<file path="src/hw/rtl/mfd_pkg.sv">
`timescale 1ns / 1ps
package mfd_pkg;

  localparam int unsigned FaceCapacity = 4096;
  localparam int unsigned IdxW         = 12;
  localparam int unsigned TotW         = 13;
  localparam int unsigned Buckets      = 1024;
  localparam int unsigned BktW         = 10;
  localparam int unsigned VidW         = 32;
  localparam int unsigned FaceW        = 4 * VidW + 1;
  localparam int unsigned CntW         = 4;

  localparam logic [1:0] OP_ADD    = 2'd0;
  localparam logic [1:0] OP_READ   = 2'd1;
  localparam logic [1:0] OP_CLEAR  = 2'd2;
  localparam logic [1:0] OP_UNUSED = 2'd3;

  localparam logic [1:0] CLS_DROPPED     = 2'd0;
  localparam logic [1:0] CLS_OUTER_VIS   = 2'd1;
  localparam logic [1:0] CLS_INNER_VIS   = 2'd2;
  localparam logic [1:0] CLS_OUTER_INVIS = 2'd3;

  localparam logic [TotW-1:0] NIL_LINK = TotW'(FaceCapacity);

  typedef struct packed {
    logic [1:0]      operation;
    logic [VidW-1:0] vertex_0;
    logic [VidW-1:0] vertex_1;
    logic [VidW-1:0] vertex_2;
    logic [VidW-1:0] vertex_3;
    logic            is_quad;
    logic            cell_visible;
    logic [IdxW-1:0] face_select;
  } in_t;

  typedef struct packed {
    logic [IdxW-1:0] face_index;
    logic            is_new;
    logic            table_full;
    logic [1:0]      face_class;
    logic [VidW-1:0] out_vertex_0;
    logic [VidW-1:0] out_vertex_1;
    logic [VidW-1:0] out_vertex_2;
    logic [VidW-1:0] out_vertex_3;
    logic            out_is_quad;
    logic [TotW-1:0] face_total;
  } res_t;

  // canonical command passed from front to back
  typedef struct packed {
    logic [1:0]      op;
    logic [VidW-1:0] c0;
    logic [VidW-1:0] c1;
    logic [VidW-1:0] c2;
    logic [VidW-1:0] c3;
    logic            quad;
    logic            vis;
    logic [IdxW-1:0] sel;
    logic [BktW-1:0] bucket;
  } cmd_t;

  function automatic logic [1:0] class_of(input logic [1:0] c, input logic [1:0] v);
    logic [1:0] cls;
    cls = CLS_DROPPED;
    if (c == 2'd1 && v == 2'd1) cls = CLS_OUTER_VIS;
    else if (c == 2'd2 && v == 2'd1) cls = CLS_INNER_VIS;
    else if (c == 2'd1 && v == 2'd0) cls = CLS_OUTER_INVIS;
    return cls;
  endfunction

endpackage

</file>
<file path="src/hw/rtl/mfd_queue.sv">
`timescale 1ns / 1ps
module mfd_queue (
  input  logic          clk_i,
  input  logic          rst_ni,
  input  logic          push_i,
  input  mfd_pkg::cmd_t push_data_i,
  output logic          push_ready_o,
  input  logic          pop_i,
  output logic          pop_valid_o,
  output mfd_pkg::cmd_t pop_data_o
);
  mfd_pkg::cmd_t entry_q [2];
  logic       wr_q, wr_d, rd_q, rd_d;
  logic [1:0] cnt_q, cnt_d;
  logic       do_push, do_pop;

  assign push_ready_o = (cnt_q != 2'd2);
  assign pop_valid_o  = (cnt_q != 2'd0);
  assign pop_data_o   = entry_q[rd_q];
  assign do_push = push_i & push_ready_o;
  assign do_pop  = pop_i & pop_valid_o;

  always_comb begin
    wr_d  = do_push ? ~wr_q : wr_q;
    rd_d  = do_pop ? ~rd_q : rd_q;
    cnt_d = cnt_q + {1'b0, do_push} - {1'b0, do_pop};
  end

  always_ff @(posedge clk_i or negedge rst_ni) begin
    if (!rst_ni) begin
      wr_q  <= 1'b0;
      rd_q  <= 1'b0;
      cnt_q <= 2'd0;
    end else begin
      wr_q  <= wr_d;
      rd_q  <= rd_d;
      cnt_q <= cnt_d;
    end
  end

  always_ff @(posedge clk_i) begin
    if (do_push) entry_q[wr_q] <= push_data_i;
  end
endmodule

</file>
<file path="config.mk">
export PLATFORM = sky130hd
export DESIGN_NAME = mfd_queue
export DESIGN_NICKNAME = d
export VERILOG_FILES = /design/src/hw/rtl/mfd_pkg.sv /design/src/hw/rtl/mfd_queue.sv
export SDC_FILE = /design/constraint.sdc
export NUM_CORES = 1
export LEC_CHECK = 0
export ABC_AREA = 1
export ABC_CLOCK_PERIOD_IN_PS = 13640
export BUFFER_PORTS_ARGS = -buffer_cell sky130_fd_sc_hd__buf_2
export CORE_MARGIN = 4
export CORE_UTILIZATION = 56
export DETAILED_ROUTE_END_ITERATION = 8
export GPL_TIMING_DRIVEN = 0
export PLACE_DENSITY = 0.81
export RECOVER_POWER = 100
export SETUP_SLACK_MARGIN = 0.2
export SLEW_MARGIN = 15
export SYNTH_ARGS = -nofsm -noshare
export SYNTH_HDL_FRONTEND = slang
export SYNTH_SLANG_ARGS = --single-unit
</file>
<file path="constraint.sdc">
create_clock -name clk_i -period 13.64 [get_ports clk_i]
set_input_delay 2.046 -clock clk_i [delete_from_list [all_inputs] [get_ports clk_i]]
set_output_delay 2.046 -clock clk_i [all_outputs]
set_load 0.01 [all_outputs]
</file>
After elaboration in Yosys (flattened, before gate mapping)
Memories as Yosys holds them, arrays and structs flattened.
Cells that the tools add are included.
W data, S select, Z words.
{ "totals": {"n_memories": 1, "word_cells": 14, "input_bits": 158, "output_inout_bits": 156, "ram_bits": 308, "regBits": 4} }
{ "memory_table": {"columns": ["memory", "depth", "word_bits", "read_ports", "rd_ports_with_merged_regs", "wr", "line", "source"], "rows": [
  ["entry_q", 2, 154, 1, 0, 1, "mfd_queue.sv:12", "mfd_pkg::cmd_t entry_q [2];"]
]} }
{ "op_classes": {"n_eq_ne": 1, "addsub": 2, "mux": 2, "n_reduce_logical": 1, "bitwise": 4} }
{ "ops": {"columns": ["op", "count"], "rows": [
  ["$add A2 B1 Y2", 1],
  ["$and A1 B1 Y1", 2],
  ["$mux W1", 2],
  ["$ne A2 B2 Y1 const B", 1],
  ["$not A1 Y1", 2],
  ["$reduce_bool A2 Y1", 1],
  ["$sub A2 B1 Y2", 1]
]} }

Logic depth before layout (Yosys ltp)
{ "depth": {"word_depth": 4, "ltp_mapped": 10, "depth_no_buf": 10} }

Least setup slack after synthesis
Ideal clock, no wire load.
{ "synth_path": {"kind": "in2reg", "startpoint": "input push_i", "endpoint": "memory entry_q[1][0] (netlist bit) (enable)", "setup_time_ps": 669, "setup_slack_ps": 4446, "t_required_ps": 12971, "t_arrival_ps": 8525, "path_stages": 2, "n_path_buf": 0, "cell_sequence": "nand2_1 > nor2_1"} }
{ "synth_via": {"elab_chain_cells": 3} }
{ "synth_rtl": {"columns": ["element", "line", "source"], "rows": [
  ["start: declaration", "mfd_queue.sv:5", "input logic push_i,"],
  ["$and A1 B1 Y1", "mfd_queue.sv:20", "assign do_push = push_i & push_ready_o;"],
  ["$mux W1", "mfd_queue.sv:42", "if (do_push) entry_q[wr_q] <= push_data_i;"],
  ["$mux W1 (not written as such)", "mfd_queue.sv:42", null],
  ["end: declaration", "mfd_queue.sv:12", null]
]} }
Every way passes these cells.

Worst setup path in the final report
{ "layout_path": {"startpoint": "input push_i", "endpoint": "memory entry_q[0][12] (netlist bit) (enable)"} }
Same word-level chain as after synthesis.

==> impl_metrics.yaml <==
synth:
  syn_inst: 836
  ys_ff_latch: 312
  synth_nets: 996
  synth_area_um2: 11600
  synth-warning-count: 0
  synth_seq_area_share_pct: 80.7
  synth_area_per_cell_um2: 13.9
  yosys.cell_types.count: 10
  synth_top_area_cell: "sky130_fd_sc_hd__edfxtp_1"
  synth_top_area_share_pct: 79.8
  ys_top_cells_by_area: "sky130_fd_sc_hd__edfxtp_1, sky130_fd_sc_hd__nand2_1, sky130_fd_sc_hd__buf_6, sky130_fd_sc_hd__dfrtp_1, sky130_fd_sc_hd__inv_1"
finish:
  finalInstanceArea_um2: 14100
  fillCellCount: 1446
  total_area_of_sequential_cells_um2: 9350
  mostFrequentLayoutCell: "sky130_fd_sc_hd__nand2_1"
  final_cell_count_no_fill: 1480
  most_used_cells_in_the_layout_excluding_fill_and_tap_cells: "sky130_fd_sc_hd__nand2_1, sky130_fd_sc_hd__edfxtp_1, sky130_fd_sc_hd__clkbuf_1, sky130_fd_sc_hd__buf_2, sky130_fd_sc_hd__clkbuf_16"
  final_layout_size_suffix_gt1_share_pct: 14.6
  final_cell_utilization_of_the_core_pct: 69.3
  nets: 1348
  syn_to_final_growth_pct: 21.5
  multi_input_area_um2: 1830
die:
  die_h_um: 152
  boundaryPins: 314
  core_um2: 20300
  die_x_um: 152
  total_die_area_um2: 23100
  fp-row-count: 52
  initial_core_util_pct: 57.1
placement:
  half_perimeter_wire_length_after_placement_um: 18000
  numPortBuffers: 313
  placed_area_um2: 13700
  placed_cells_incl_taps: 1426
  gp_congestion: 0.823
min_path:
  whs_path_depth: 2
  hp-start: "wr_q$_DFFE_PN0N_"
  hold_path_end: "wr_q$_DFFE_PN0N_"
  min-delay-path-class: "reg2reg"
critical_path:
  r2r.worst_path.cells: 4
  reg2reg_to: "entry_q[0][12]$_DFFE_PP_"
  crit_path_max_fanout: 107
  worst-endpoint-arrival_ns: 7.91
  ff2ff_setup_slack_ns: 6.80
  worst_ep_required_time_ns: 13.62
  cp-end-kind: "flip-flop"
  timing.rr.start: "cnt_q[1]$_DFF_PN0_"
  start_kind: "primary input"
  timing.setup.critical_path_class: "in2reg"
routing:
  drc: 0
  detail_route.first_pass.iterations: 5
  detailed_route_wire_length_per_cell_um: 17.5
  initialDrtViolationCount: 389
  vias_post_dr: 7357
  wl_um: 25900
  remaining_antenna_violation_count: 0
  viasPerCell: 4.97
global_routing:
  pin_count_of_the_biggest_net_entering_global_routing: 108
  grt_antenna_before_repair: 3
  gr-usage-all-layers_pct: 21.6
  via_count_of_the_first_global_routing_pass: 7317
  leftover_overflow_at_the_end_of_global_routing: 0
  global_route_wire_length_before_repair_um: 39300
timing:
  timing.final.setup_violations: 0
  slew_headroom_pct: -295
  slew_viol_final: 237
  skew_ns: 0.00769
  grt_setup_unrepaired: "false"
  fin_tns_setup_ns: 0
  report.final.hold_viol_count: 0
  period_minus_slack_ns: 7.93
  fmaxAchievable_mhz: 126
  final.period_utilization_pct: 58.1
  worst-slew-pin-transition_ns: 5.93
power_and_ir_drop:
  p_leak_nw: 5.65
  cellPowerDensity_nw_per_um2: 224
  ir_worst_vdd_mv: 0.160
run_status:
  run_status: "complete, but fails checks"
  failing_checks: "max-capacitance violations, max-slew violations"
cts:
  worst_skew_pair.late_latency_ns: 0.54
  numClockSinks: 312
  cts_root_buf: "sky130_fd_sc_hd__clkbuf_16"
  cts_inserted_buffers: 30
  hold_buffers: 0
  post_cts_buffers: 0
  htree_num_levels: 1
  clk_pin_slew_worst_paths_ns: 0.06
  tritoncts: "built"
  cts_resized: 0
  clockBufferDepth: 3
flow_run:
  cap_violations: 5
## worst max-delay path by stage
stage                      from                        to  slack [ns]  cells after the start
3_3_place_gp             push_i  entry_q[1][39]$_DFFE_PP_        0.91                      3
6_report                 push_i  entry_q[0][12]$_DFFE_PP_        5.71                      4
4_1_cts        rd_q$_DFFE_PN0P_            pop_data_o[63]        9.79                      6
5_1_grt                  push_i  entry_q[0][66]$_DFFE_PP_        5.13                      4
2_1_floorplan            push_i   entry_q[1][0]$_DFFE_PP_        4.45                      2
3_5_place_dp             push_i  entry_q[1][76]$_DFFE_PP_        9.79                      6
## Yosys cell counts, drive strengths merged
library cell / number
nand3: 3
edfxtp: 308
dfrtp: 4
nand2: 475
nor2: 1
inv: 9
ha: 2
buf: 34
## critical path, stage by stage
cell and delay, ns:
sky130_fd_sc_hd__clkbuf_1 0.10, sky130_fd_sc_hd__nand3_1 0.12, sky130_fd_sc_hd__clkinvlp_2 1.27, sky130_fd_sc_hd__clkbuf_1 4.22
## layout make-up
cell class	count	area share, %
inverters	9	0.249
diodes	1	0.0178
plain buffers	34	1.79
repair buffers	320	9.58
flip-flops and latches	312	66.4
clock buffers	37	5.67
clock inverters	16	0.898
well taps	270	2.40
multi-input cells	481	13.0
## report_power, final
part | switching (mW) | internal, mW | total, mW
sequential | 0.0466 | 1.33 | 1.38
clock | 0.324 | 0.449 | 0.773
combinational | 0.715 | 0.281 | 0.996
## per-layer routing
metal	global-route usage, %	wire (µm)	part of all wire, %	up-vias
met5	0	41	0.16	-
met4	5.35	738	2.9	6
met3	7.85	2970	11	56
met2	38.4	13000	50	342
met1	25.0	9110	35	3429
li1	-	-	-	3524
## metrics by stage
| step | power (mW) | hold WS, ns | worst slack [ns] |
|---|---|---|---|
| after floorplan | 2.05 | 0.442 | 4.45 |
| after global placement | 2.52 | 0.455 | 0.910 |
| after detailed placement | 2.51 | 0.463 | 9.79 |
| after CTS | 3.29 | 0.478 | 9.79 |
| after global routing | 3.34 | 0.515 | 5.13 |
| final | 3.15 | 0.482 | 5.71 |
## sequential cells by signal, summed over array words and instances (netlist names)
signal   flops
rd_q         1
entry_q    308
wr_q         1
cnt_q        2
## logic make-up after synthesis
group                      share of synthesized area [%]
adders and majority gates                          0.216
buffers and inverters                               3.56
DFF                                                 80.7
and+or+nand+nor                                     15.5
Note: power is estimated with default switching activity, not from simulation.
