$ cat config.mk
export PLATFORM = sky130hd
export DESIGN_NAME = mfd_front
export DESIGN_NICKNAME = d
export VERILOG_FILES = /design/src/hw/rtl/mfd_pkg.sv /design/src/hw/rtl/mfd_front.sv
export SDC_FILE = /design/constraint.sdc
export NUM_CORES = 1
export LEC_CHECK = 0
export BUFFER_PORTS_ARGS = -buffer_cell sky130_fd_sc_hd__buf_2
export CORE_MARGIN = 2
export CORE_UTILIZATION = 40
export CTS_CLUSTER_SIZE = 40
export DETAILED_ROUTE_END_ITERATION = 6
export SETUP_SLACK_MARGIN = 0.02
export SLEW_MARGIN = 10
export SYNTH_ARGS = -nofsm -noshare
export SYNTH_HDL_FRONTEND = slang
export SYNTH_SLANG_ARGS = --single-unit
$ cat constraint.sdc
create_clock -name clk_i -period 22.1 [get_ports clk_i]
set_input_delay 4.42 -clock clk_i [delete_from_list [all_inputs] [get_ports clk_i]]
set_output_delay 4.42 -clock clk_i [all_outputs]
set_load 0.02 [all_outputs]
$ cat src/hw/rtl/mfd_pkg.sv
`timescale 1ns / 1ps
package mfd_pkg;

  localparam int unsigned FaceCapacity = 4096;
  localparam int unsigned IdxW         = 12;
  localparam int unsigned TotW         = 13;
  localparam int unsigned Buckets      = 1024;
  localparam int unsigned BktW         = 10;
  localparam int unsigned VidW         = 32;
  localparam int unsigned FaceW        = 4 * VidW + 1;
  localparam int unsigned CntW         = 4;

  localparam logic [1:0] OP_ADD    = 2'd0;
  localparam logic [1:0] OP_READ   = 2'd1;
  localparam logic [1:0] OP_CLEAR  = 2'd2;
  localparam logic [1:0] OP_UNUSED = 2'd3;

  localparam logic [1:0] CLS_DROPPED     = 2'd0;
  localparam logic [1:0] CLS_OUTER_VIS   = 2'd1;
  localparam logic [1:0] CLS_INNER_VIS   = 2'd2;
  localparam logic [1:0] CLS_OUTER_INVIS = 2'd3;

  localparam logic [TotW-1:0] NIL_LINK = TotW'(FaceCapacity);

  typedef struct packed {
    logic [1:0]      operation;
    logic [VidW-1:0] vertex_0;
    logic [VidW-1:0] vertex_1;
    logic [VidW-1:0] vertex_2;
    logic [VidW-1:0] vertex_3;
    logic            is_quad;
    logic            cell_visible;
    logic [IdxW-1:0] face_select;
  } in_t;

  typedef struct packed {
    logic [IdxW-1:0] face_index;
    logic            is_new;
    logic            table_full;
    logic [1:0]      face_class;
    logic [VidW-1:0] out_vertex_0;
    logic [VidW-1:0] out_vertex_1;
    logic [VidW-1:0] out_vertex_2;
    logic [VidW-1:0] out_vertex_3;
    logic            out_is_quad;
    logic [TotW-1:0] face_total;
  } res_t;

  // canonical command passed from front to back
  typedef struct packed {
    logic [1:0]      op;
    logic [VidW-1:0] c0;
    logic [VidW-1:0] c1;
    logic [VidW-1:0] c2;
    logic [VidW-1:0] c3;
    logic            quad;
    logic            vis;
    logic [IdxW-1:0] sel;
    logic [BktW-1:0] bucket;
  } cmd_t;

  function automatic logic [1:0] class_of(input logic [1:0] c, input logic [1:0] v);
    logic [1:0] cls;
    cls = CLS_DROPPED;
    if (c == 2'd1 && v == 2'd1) cls = CLS_OUTER_VIS;
    else if (c == 2'd2 && v == 2'd1) cls = CLS_INNER_VIS;
    else if (c == 2'd1 && v == 2'd0) cls = CLS_OUTER_INVIS;
    return cls;
  endfunction

endpackage

$ cat src/hw/rtl/mfd_front.sv
`timescale 1ns / 1ps
module mfd_front (
  input  logic          clk_i,
  input  logic          rst_ni,
  input  logic          start_i,
  input  mfd_pkg::in_t  cmd_i,
  input  logic          hold_i,
  output logic          busy_o,
  output logic          push_o,
  input  logic          push_ready_i,
  output mfd_pkg::cmd_t push_data_o
);
  logic          valid_q, valid_d;
  mfd_pkg::cmd_t cmd_q, cmd_d;
  logic          accept;

  logic [mfd_pkg::VidW-1:0] r0, r1, r2, r3, m;
  logic [1:0]               s;

  assign busy_o = hold_i | (valid_q & ~push_ready_i);
  assign accept = start_i & ~busy_o;
  assign push_o = valid_q;
  assign push_data_o = cmd_q;

  // rotate so the earliest minimum id leads
  always_comb begin
    r0 = cmd_i.vertex_0;
    r1 = cmd_i.vertex_1;
    r2 = cmd_i.vertex_2;
    r3 = cmd_i.is_quad ? cmd_i.vertex_3 : '0;
    s = 2'd0;
    m = r0;
    if (r1 < m) begin
      s = 2'd1;
      m = r1;
    end
    if (r2 < m) begin
      s = 2'd2;
      m = r2;
    end
    if (cmd_i.is_quad && r3 < m) begin
      s = 2'd3;
    end
    cmd_d = cmd_q;
    cmd_d.op   = cmd_i.operation;
    cmd_d.quad = cmd_i.is_quad;
    cmd_d.vis  = cmd_i.cell_visible;
    cmd_d.sel  = cmd_i.face_select;
    if (cmd_i.is_quad) begin
      case (s)
        2'd1: begin
          cmd_d.c0 = r1; cmd_d.c1 = r2; cmd_d.c2 = r3; cmd_d.c3 = r0;
        end
        2'd2: begin
          cmd_d.c0 = r2; cmd_d.c1 = r3; cmd_d.c2 = r0; cmd_d.c3 = r1;
        end
        2'd3: begin
          cmd_d.c0 = r3; cmd_d.c1 = r0; cmd_d.c2 = r1; cmd_d.c3 = r2;
        end
        default: begin
          cmd_d.c0 = r0; cmd_d.c1 = r1; cmd_d.c2 = r2; cmd_d.c3 = r3;
        end
      endcase
    end else begin
      cmd_d.c3 = '0;
      case (s)
        2'd1: begin
          cmd_d.c0 = r1; cmd_d.c1 = r2; cmd_d.c2 = r0;
        end
        2'd2: begin
          cmd_d.c0 = r2; cmd_d.c1 = r0; cmd_d.c2 = r1;
        end
        default: begin
          cmd_d.c0 = r0; cmd_d.c1 = r1; cmd_d.c2 = r2;
        end
      endcase
    end
    cmd_d.bucket = cmd_d.c0[mfd_pkg::BktW-1:0];
  end

  always_comb begin
    valid_d = valid_q;
    if (accept) valid_d = 1'b1;
    else if (push_ready_i) valid_d = 1'b0;
  end

  always_ff @(posedge clk_i or negedge rst_ni) begin
    if (!rst_ni) begin
      valid_q <= 1'b0;
    end else begin
      valid_q <= valid_d;
    end
  end

  always_ff @(posedge clk_i) begin
    if (accept) cmd_q <= cmd_d;
  end
endmodule

== Word level (Yosys, flattened, before mapping) ==
Index checks and enable logic that the tools add are counted.

* $lt $le $gt $ge: 3
* Eq/ne operators: 3
* Muxes and demuxes: 11
* Bitwise logic cells: 5
* Reductions and logical operators: 2

{| class="wikitable"
|+ Operators with widths
! operator !! count
|-
| $pmux W128 S3 || 1
|-
| $pmux W96 S2 || 1
|-
| $mux W128 || 1
|-
| $lt A32 B32 Y1 || 3
|-
| $mux W32 || 3
|-
| $eq A2 B2 Y1 const B || 2
|-
| $mux W2 || 2
|-
| $mux W1 || 3
|-
| $and A1 B1 Y1 || 2
|-
| $eq A2 B1 Y1 const B || 1
|-
| $not A1 Y1 || 2
|-
| $reduce_bool A2 Y1 || 1
|-
| $logic_and A1 B1 Y1 || 1
|-
| $or A1 B1 Y1 || 1
|}

* Register bits: 155
* Input bits: 149
* Output and inout bits: 156
* Word-level logic and storage cells: 34

== Longest topological paths before layout ==
Gate-level depths: netlist of the first run.

* Depth in word-level cells: 10
* Gate-level depth with buffers: 38
* Mapped depth without buffers: 33

== Least setup slack after synthesis of the first run ==
Ideal clock, no wire load.

* Path type: input to register
* Start: input cmd_i[132] (netlist name)
* End: register cmd_q, in the netlist push_data_o[122] (data pin)
* Setup time: 0.270 ns
* Arrival time: 11.573 ns
* Data required time: 21.830 ns
* Path slack: 10.256 ns
* Stages: 35
* Path buffers: 6
* Cells stage by stage: inv_1 ha_1 nand4_2 nor4_4 inv_2 o41ai_4 nor2_2 o21ai_4 buf_6 mux2i_1 ha_1 and4_1 a221o_1 a221o_1 a21oi_2 nand2_1 o22a_1 buf_6 buf_12 mux2_4 ha_1 nand4_1 or2_2 nor4_1 and3_1 o311ai_0 a21bo_1 ha_1 clkbuf_1 nand2b_1 and2_1 clkbuf_1 clkbuf_1 a222oi_1 a21oi_1

{| class="wikitable"
|+ RTL lines
! what !! RTL line !! text
|-
| start: declaration || mfd_front.sv:6 || <nowiki>input mfd_pkg::in_t cmd_i,</nowiki>
|-
| end signal: assignment || mfd_front.sv:96 || <nowiki>if (accept) cmd_q <= cmd_d;</nowiki>
|-
| end: declaration || mfd_front.sv:14 || <nowiki>mfd_pkg::cmd_t cmd_q, cmd_d;</nowiki>
|}

==> results of run 1 <==
## critical path: cells and delay by family
family          cells  cell delay (ps)
compound gates     11             3200
fa+ha+maj           4             1530
buf+inv             6             1720
mux                 2              580
simple gates       11             2410
## cell type report
class / instances / area [um^2]
Fill cell: 2765 / 14700
Multi-Input combinational cell: 942 / 6450
Sequential cell: 145 / 4350
Timing Repair Buffer: 314 / 1610
Tap cell: 384 / 480
Clock buffer: 17 / 425
Inverter: 72 / 270
Clock inverter: 15 / 229
## cell families (layout without fill, tap and decap cells)
logic type / Yosys count / count (layout) / synth area share
AO/OA/AOI/OAI: 438 / 438 / 0.249
buffers and inverters: 177 / 418 / 0.0686
flip-flops: 145 / 145 / 0.378
adder cells (fa/ha/maj): 97 / 97 / 0.105
AND/OR/NAND/NOR: 345 / 345 / 0.133
multiplexers: 62 / 62 / 0.0664
## state kept, by name, indices dropped and copies added (netlist names)
register / count
push_o: 1
push_data_o: 144
## how the worst min path moves through the flow
stage / slack, ps / from / endpoint / cells past startpoint
5_1_grt: 550 / push_o / push_o / 2
4_1_cts: 520 / push_o / push_o / 2
6_report: 510 / push_o / push_o / 2
2_1_floorplan: 620 / push_o / push_o / 2
3_3_place_gp: 500 / push_o / push_o / 2
3_5_place_dp: 500 / push_o / push_o / 2
## routing by layer
metal | vias to the layer above | GRT usage
li1 | 5227 | -
met1 | 5292 | 0.332
met2 | 519 | 0.391
met3 | 34 | 0.0458
met4 | 0 | 0.0574
met5 | - | 0
## cells in the final DEF, fill, tap and decap left out, types with 25 or more instances in the layout
| master | netlist | routed |
|---|---|---|
| nor2_1 | 167 | 166 |
| a211oi_1 | 25 | 25 |
| mux2_4 | 28 | 28 |
| edfxtp_1 | 144 | 144 |
| o21ai_0 | 30 | 30 |
| a221oi_1 | 31 | 31 |
| ha_1 | 97 | 93 |
| a21oi_1 | 196 | 196 |
| inv_1 | 71 | 71 |
| nand2_1 | 85 | 84 |
| mux2i_1 | 31 | 31 |
| and2_1 | 33 | 32 |
| a222oi_1 | 32 | 32 |
| buf_2 | 0 | 304 |
| a31oi_1 | 34 | 34 |
| nand3_1 | 26 | 26 |
## metrics by stage
step / worst slack, ps / hold slack (ps)
2_1_floorplan: 10260 / 617
3_3_place_gp: 8000 / 496
3_5_place_dp: 7820 / 503
4_1_cts: 8240 / 519
5_1_grt: 7600 / 548
6_report: 8310 / 511
## power by group
| part | total, uW | internal (uW) | switching (uW) |
|---|---|---|---|
| sequential | 354 | 347 | 6.73 |
| combinational | 455 | 166 | 288 |
| clock | 333 | 202 | 131 |
==> reports/summary.md, run 1 <==
* **outcome** completed
* **final-report max-slew violation count** 0
* **Initial Util** 0.403
* **tightest slew margin relative to the limit** 0.272
* **Tot GR Track Use** 0.240
* **unrepaired setup endpoints after global routing** no
* **wire length of the first global-routing pass** 57900 um
* **leakage power summed over all cells** 0.00598 uW
* **slowest cell delay on critical path** 880 ps
* **source of the critical timing path** cmd_i[133]
* **router iterations before antenna repair** 6
* **nets** 1738
* **peak ir drop on the vdd network** 0.0430 mV
* **horizontal extent of the die** 174 um
* **TritonCTS clock tree** done
* **height of the die** 174 um
* **vias in the first global route** 10393
* **synth-to-layout area growth** 20.0%
* **Total Power** 1140 uW
* **most used standard cells in the synthesized netlist** 196 x a21oi_1, 167 x nor2_1, 144 x edfxtp_1
* **proportion of synthesized chip area in sequential cells** 0.378
* **Max Clk Rate** 72.5 MHz
* **FF-to-FF path depth** 4
* **final RePlAce weighted congestion** 0.838
* **placed standard-cell area** 0.0132 mm^2
* **terminus of the critical flop-to-flop path** push_data_o[91]
* **synthesized area** 0.0115 mm^2
* **final worst path period need** 13790 ps
* **number of sinks on the clock net** 145
* **met3 WL post-DR** 2690 um
* **cell row count** 62
* **Synth warnings** 0
* **clk_skew** 11.8 ps
* **synthesized netlist net count** 1510
* **Routed Wire Length** 37100 um
* **Finished Core Util** 0.484
* **Avg Synthesized Cell Area** 9.11 um^2
* **root buffer cell** clkbuf_16
* **flop and latch count out of synthesis** 145
* **via count** 11072
* **highest net fanout along the worst path** 58
* **count of final hold-check violations** 0
* **met2 wire length** 17200 um
* **leftover overflow at the end of global routing** 0
* **maximum number of pins on one net before global-route repair** 145
* **share of async-settable or async-resettable flops after synthesis** 0.00690
* **Worst EP required** 22280 ps
* **number of cells upsized or downsized after cts** 0
* **EDFF count, synth** 144
* **# hold bufs at CTS** 0
* **average detailed-routed wire length per instance** 19.6 um
* **top flip-flop cell by instance count after synthesis** edfxtp_1
* **Max Buffers Root-to-Sink** 2
* **detailed-route vias per instance** 5.86
* **Min-Delay Path Class** flip-flop to flip-flop
* **cell taking the most area after synthesis** edfxtp_1
* **design area** 0.0138 mm^2
* **# DRC** 0
* **type of destination of the critical path** flip-flop
* **clock transition at the registers of the reported paths** 70 ps
* **critical path launch point type** input pin
* **share of the synthesized area in the top cell type** 0.376
* **later-pin clock latency in the skew report** 450 ps
* **# diodes** 0
* **count of input and output buffers** 304
* **post-CTS setup repair buffer count** 0
* **Worst setup endpoint** push_data_o[81]
* **worst-case register-to-register setup slack** 20370 ps
* **Crit Reg-Reg Startpoint** push_o
* **final period utilization** 0.624
* **hpwl dp** 24700 um
* **I/O pin count** 305
* **top layer used by detailed routing** met4
* **Post-Syn Instances** 1264
* **count of antenna-violating nets left after detailed routing** 0
* **most used standard cell by instance count after synthesis** a21oi_1
* **Worst Path Arrival** 13970 ps
* **Die ar.** 0.0302 mm^2
* **slowest stage cell, crit path** o22a_2
* **number of maximum-capacitance violations** 0
* **final instance count without filler cells** 1889
* **initial detailed-routing violation count** 1060
* **H-tree levels** 4
* **classification of the worst setup path** input pin to flip-flop
* **distinct cell type count after synthesis** 65
* **total of endpoints with negative setup slack in the final report** 0
* **standard cell core area** 0.0285 mm^2
* **initial antenna violation count** 0
* **Power Dens Cells** 82.7 mW/mm^2
* **routed metal-1 wirelength** 16800 um
* **TritonCTS buffer count** 17
* **transition time at the pin with the least slew margin** 1090 ps
* **Cells after DPL** 1857
* **TNS Setup** 0 ps
* **Synth area leaders** edfxtp_1 38%, ha_1 11%, a21oi_1 8.5%
* **fraction of final layout cells with drive strength greater than 1** 0.266
Note: power is estimated with default switching activity, not from simulation.
==> run 2, diff against run 1 <==
--- a/config.mk
+++ b/config.mk
@@ -10,6 +10,7 @@
 export CORE_UTILIZATION = 40
 export CTS_CLUSTER_SIZE = 40
 export DETAILED_ROUTE_END_ITERATION = 6
+export PLACE_DENSITY = 0.66
 export SETUP_SLACK_MARGIN = 0.02
 export SLEW_MARGIN = 10
 export SYNTH_ARGS = -nofsm -noshare
==> constraint.sdc (replaced) <==
create_clock -name clk_i -period 11.5 [get_ports clk_i]
set_input_delay 2.3 -clock clk_i [delete_from_list [all_inputs] [get_ports clk_i]]
set_output_delay 2.3 -clock clk_i [all_outputs]
set_load 0.02 [all_outputs]
==> run 2 against run 1 <==
Cell count grew 0.79%. Register-to-register slack lost 12000 ps. Critical endpoint is now push_data_o[74]. Combinational power grew 96%. Worst hold slack gained 3.3 ps. Largest power group unchanged.
==> reports/summary.md, run 2 (same netlist as run 1, synthesis figures left out) <==
* **number of cells upsized or downsized after cts** 0
* **Total Power** 2170 uW
* **Min-Delay Path Class** flip-flop to flip-flop
* **Worst EP required** 11680 ps
* **final-report max-slew violation count** 0
* **post-CTS setup repair buffer count** 0
* **cell row count** 62
* **# hold bufs at CTS** 0
* **height of the die** 174 um
* **worst hold path startpoint** push_o
* **average detailed-routed wire length per instance** 19.7 um
* **final period utilization** 0.926
* **number of sinks on the clock net** 145
* **wire length of the first global-routing pass** 57900 um
* **Min-Delay Endpoint** push_o
* **vias in the first global route** 10551
* **combined area of the multi-input logic cells** 0.00645 mm^2
* **# DRC** 0
* **H-tree levels** 4
* **Crit Reg-Reg Startpoint** push_o
* **count of antenna-violating nets left after detailed routing** 0
* **standard cell core area** 0.0285 mm^2
* **nets** 1754
* **commonest cells after routing, fill and taps aside** 304 x buf_2, 196 x a21oi_1, 166 x nor2_1
* **peak ir drop on the vdd network** 0.104 mV
* **initial antenna violation count** 0
* **Worst Path Arrival** 10830 ps
* **unrepaired setup endpoints after global routing** no
* **clk_skew** 21.3 ps
* **I/O pin count** 305
* **final worst path period need** 10640 ps
* **TritonCTS clock tree** done
* **Sequential Area** 0.00435 mm^2
* **count of final hold-check violations** 0
* **transition time at the pin with the least slew margin** 1050 ps
* **source of the critical timing path** cmd_i[132]
* **Die ar.** 0.0302 mm^2
* **number of maximum-capacitance violations** 0
* **root buffer cell** clkbuf_16
* **slowest cell delay on critical path** 460 ps
* **TritonCTS buffer count** 17
* **Max Buffers Root-to-Sink** 2
* **total of fill cells in the finished design** 2740
* **initial detailed-routing violation count** 1149
* **leftover overflow at the end of global routing** 0
* **FF-to-FF path depth** 5
* **outcome** completed
* **detailed-route vias per instance** 5.85
* **tightest slew margin relative to the limit** 0.300
* **count of input and output buffers** 304
* **most common cell after layout, fill and taps aside** buf_2
* **Max Clk Rate** 93.9 MHz
* **synth-to-layout area growth** 20.8%
* **maximum number of pins on one net before global-route repair** 69
* **type of destination of the critical path** flip-flop
* **worst-case register-to-register setup slack** 8300 ps
* **router iterations before antenna repair** 7
* **critical path launch point type** input pin
* **Power Dens Cells** 156 mW/mm^2
* **clock transition at the registers of the reported paths** 60 ps
* **fraction of final layout cells with drive strength greater than 1** 0.272
* **leakage power summed over all cells** 0.00605 uW
* **WHS Path Cells** 2
* **# diodes** 0
* **hpwl dp** 25900 um
* **Tot GR Track Use** 0.241
* **final RePlAce weighted congestion** 0.828
* **total of endpoints with negative setup slack in the final report** 0
* **terminus of the critical flop-to-flop path** push_data_o[139]
* **classification of the worst setup path** input pin to flip-flop
* **Routed Wire Length** 37500 um
* **TNS Setup** 0 ps
* **via count** 11141
* **highest net fanout along the worst path** 46
* **horizontal extent of the die** 174 um
* **max reg flops** 144
* **slowest stage cell, crit path** buf_4
* **later-pin clock latency in the skew report** 450 ps
* **Initial Util** 0.403
run 2: changes by cell type in the layout (fill, tap and decap cells not counted), sizes merged:
cell      before  now
clkinvlp       3    2
inv           77   72
bufinv         5    4
buf          314  330
clkbuf        17   19
clkinv         2    6
run 2: how the worst max path moves through the flow:
stage | endpoint | slack [ps] | cells past startpoint
2_1_floorplan | push_data_o[122] | 1780 | 35
3_3_place_gp | push_data_o[130] | 560 | 34
3_5_place_dp | push_data_o[122] | 320 | 34
4_1_cts | push_data_o[140] | 730 | 34
5_1_grt | push_data_o[90] | 130 | 36
6_report | push_data_o[74] | 860 | 35
run 2: worst max-delay path, delay by kind of cell:
kind                     cells  cell delay [ps]
multiplexers                 2              590
adder cells (fa/ha/maj)      4             1010
AO/OA/AOI/OAI               15             3680
buffers and inverters        6             1330
AND/OR/NAND/NOR              8             1850
run 2: power breakdown:
part / internal (uW) / switching [uW] / total (uW) / leakage, uW
clock: 359 / 235 / 595 / 0.000288
sequential: 668 / 13.3 / 681 / 0.00136
combinational: 332 / 562 / 894 / 0.00440
total: 1360 / 810 / 2170 / 0.00605
run 2: metal layers:
layer / up-vias / routed length, um / track usage
met2: 595 / 17500 / 0.388
met5: - / 0 / 0
li1: 5255 / - / -
met1: 5243 / 16300 / 0.327
met3: 48 / 3010 / 0.0498
met4: 0 / 619 / 0.0763
run 2: area by class of cell:
cell class,count,share of cell area
tap,384,0.0346
clock inverter,12,0.0120
sequential,145,0.313
multi-input combinational,942,0.464
inverter,72,0.0194
timing repair buffer,330,0.126
clock buffer,19,0.0311
run 2: stage by stage:
stage / util / cell area (um^2) / hold slack, ps / cells / setup WS (ps)
floorplan: - / 11500 / 617 / 1264 / 1780
global placement: 0.466 / 13300 / 492 / 1873 / 555
detailed placement: 0.466 / 13300 / 503 / 1873 / 321
CTS: 0.487 / 13900 / 517 / 1904 / 727
global route: 0.487 / 13900 / 599 / 1904 / 130
finish: 0.487 / 13900 / 515 / 1904 / 856
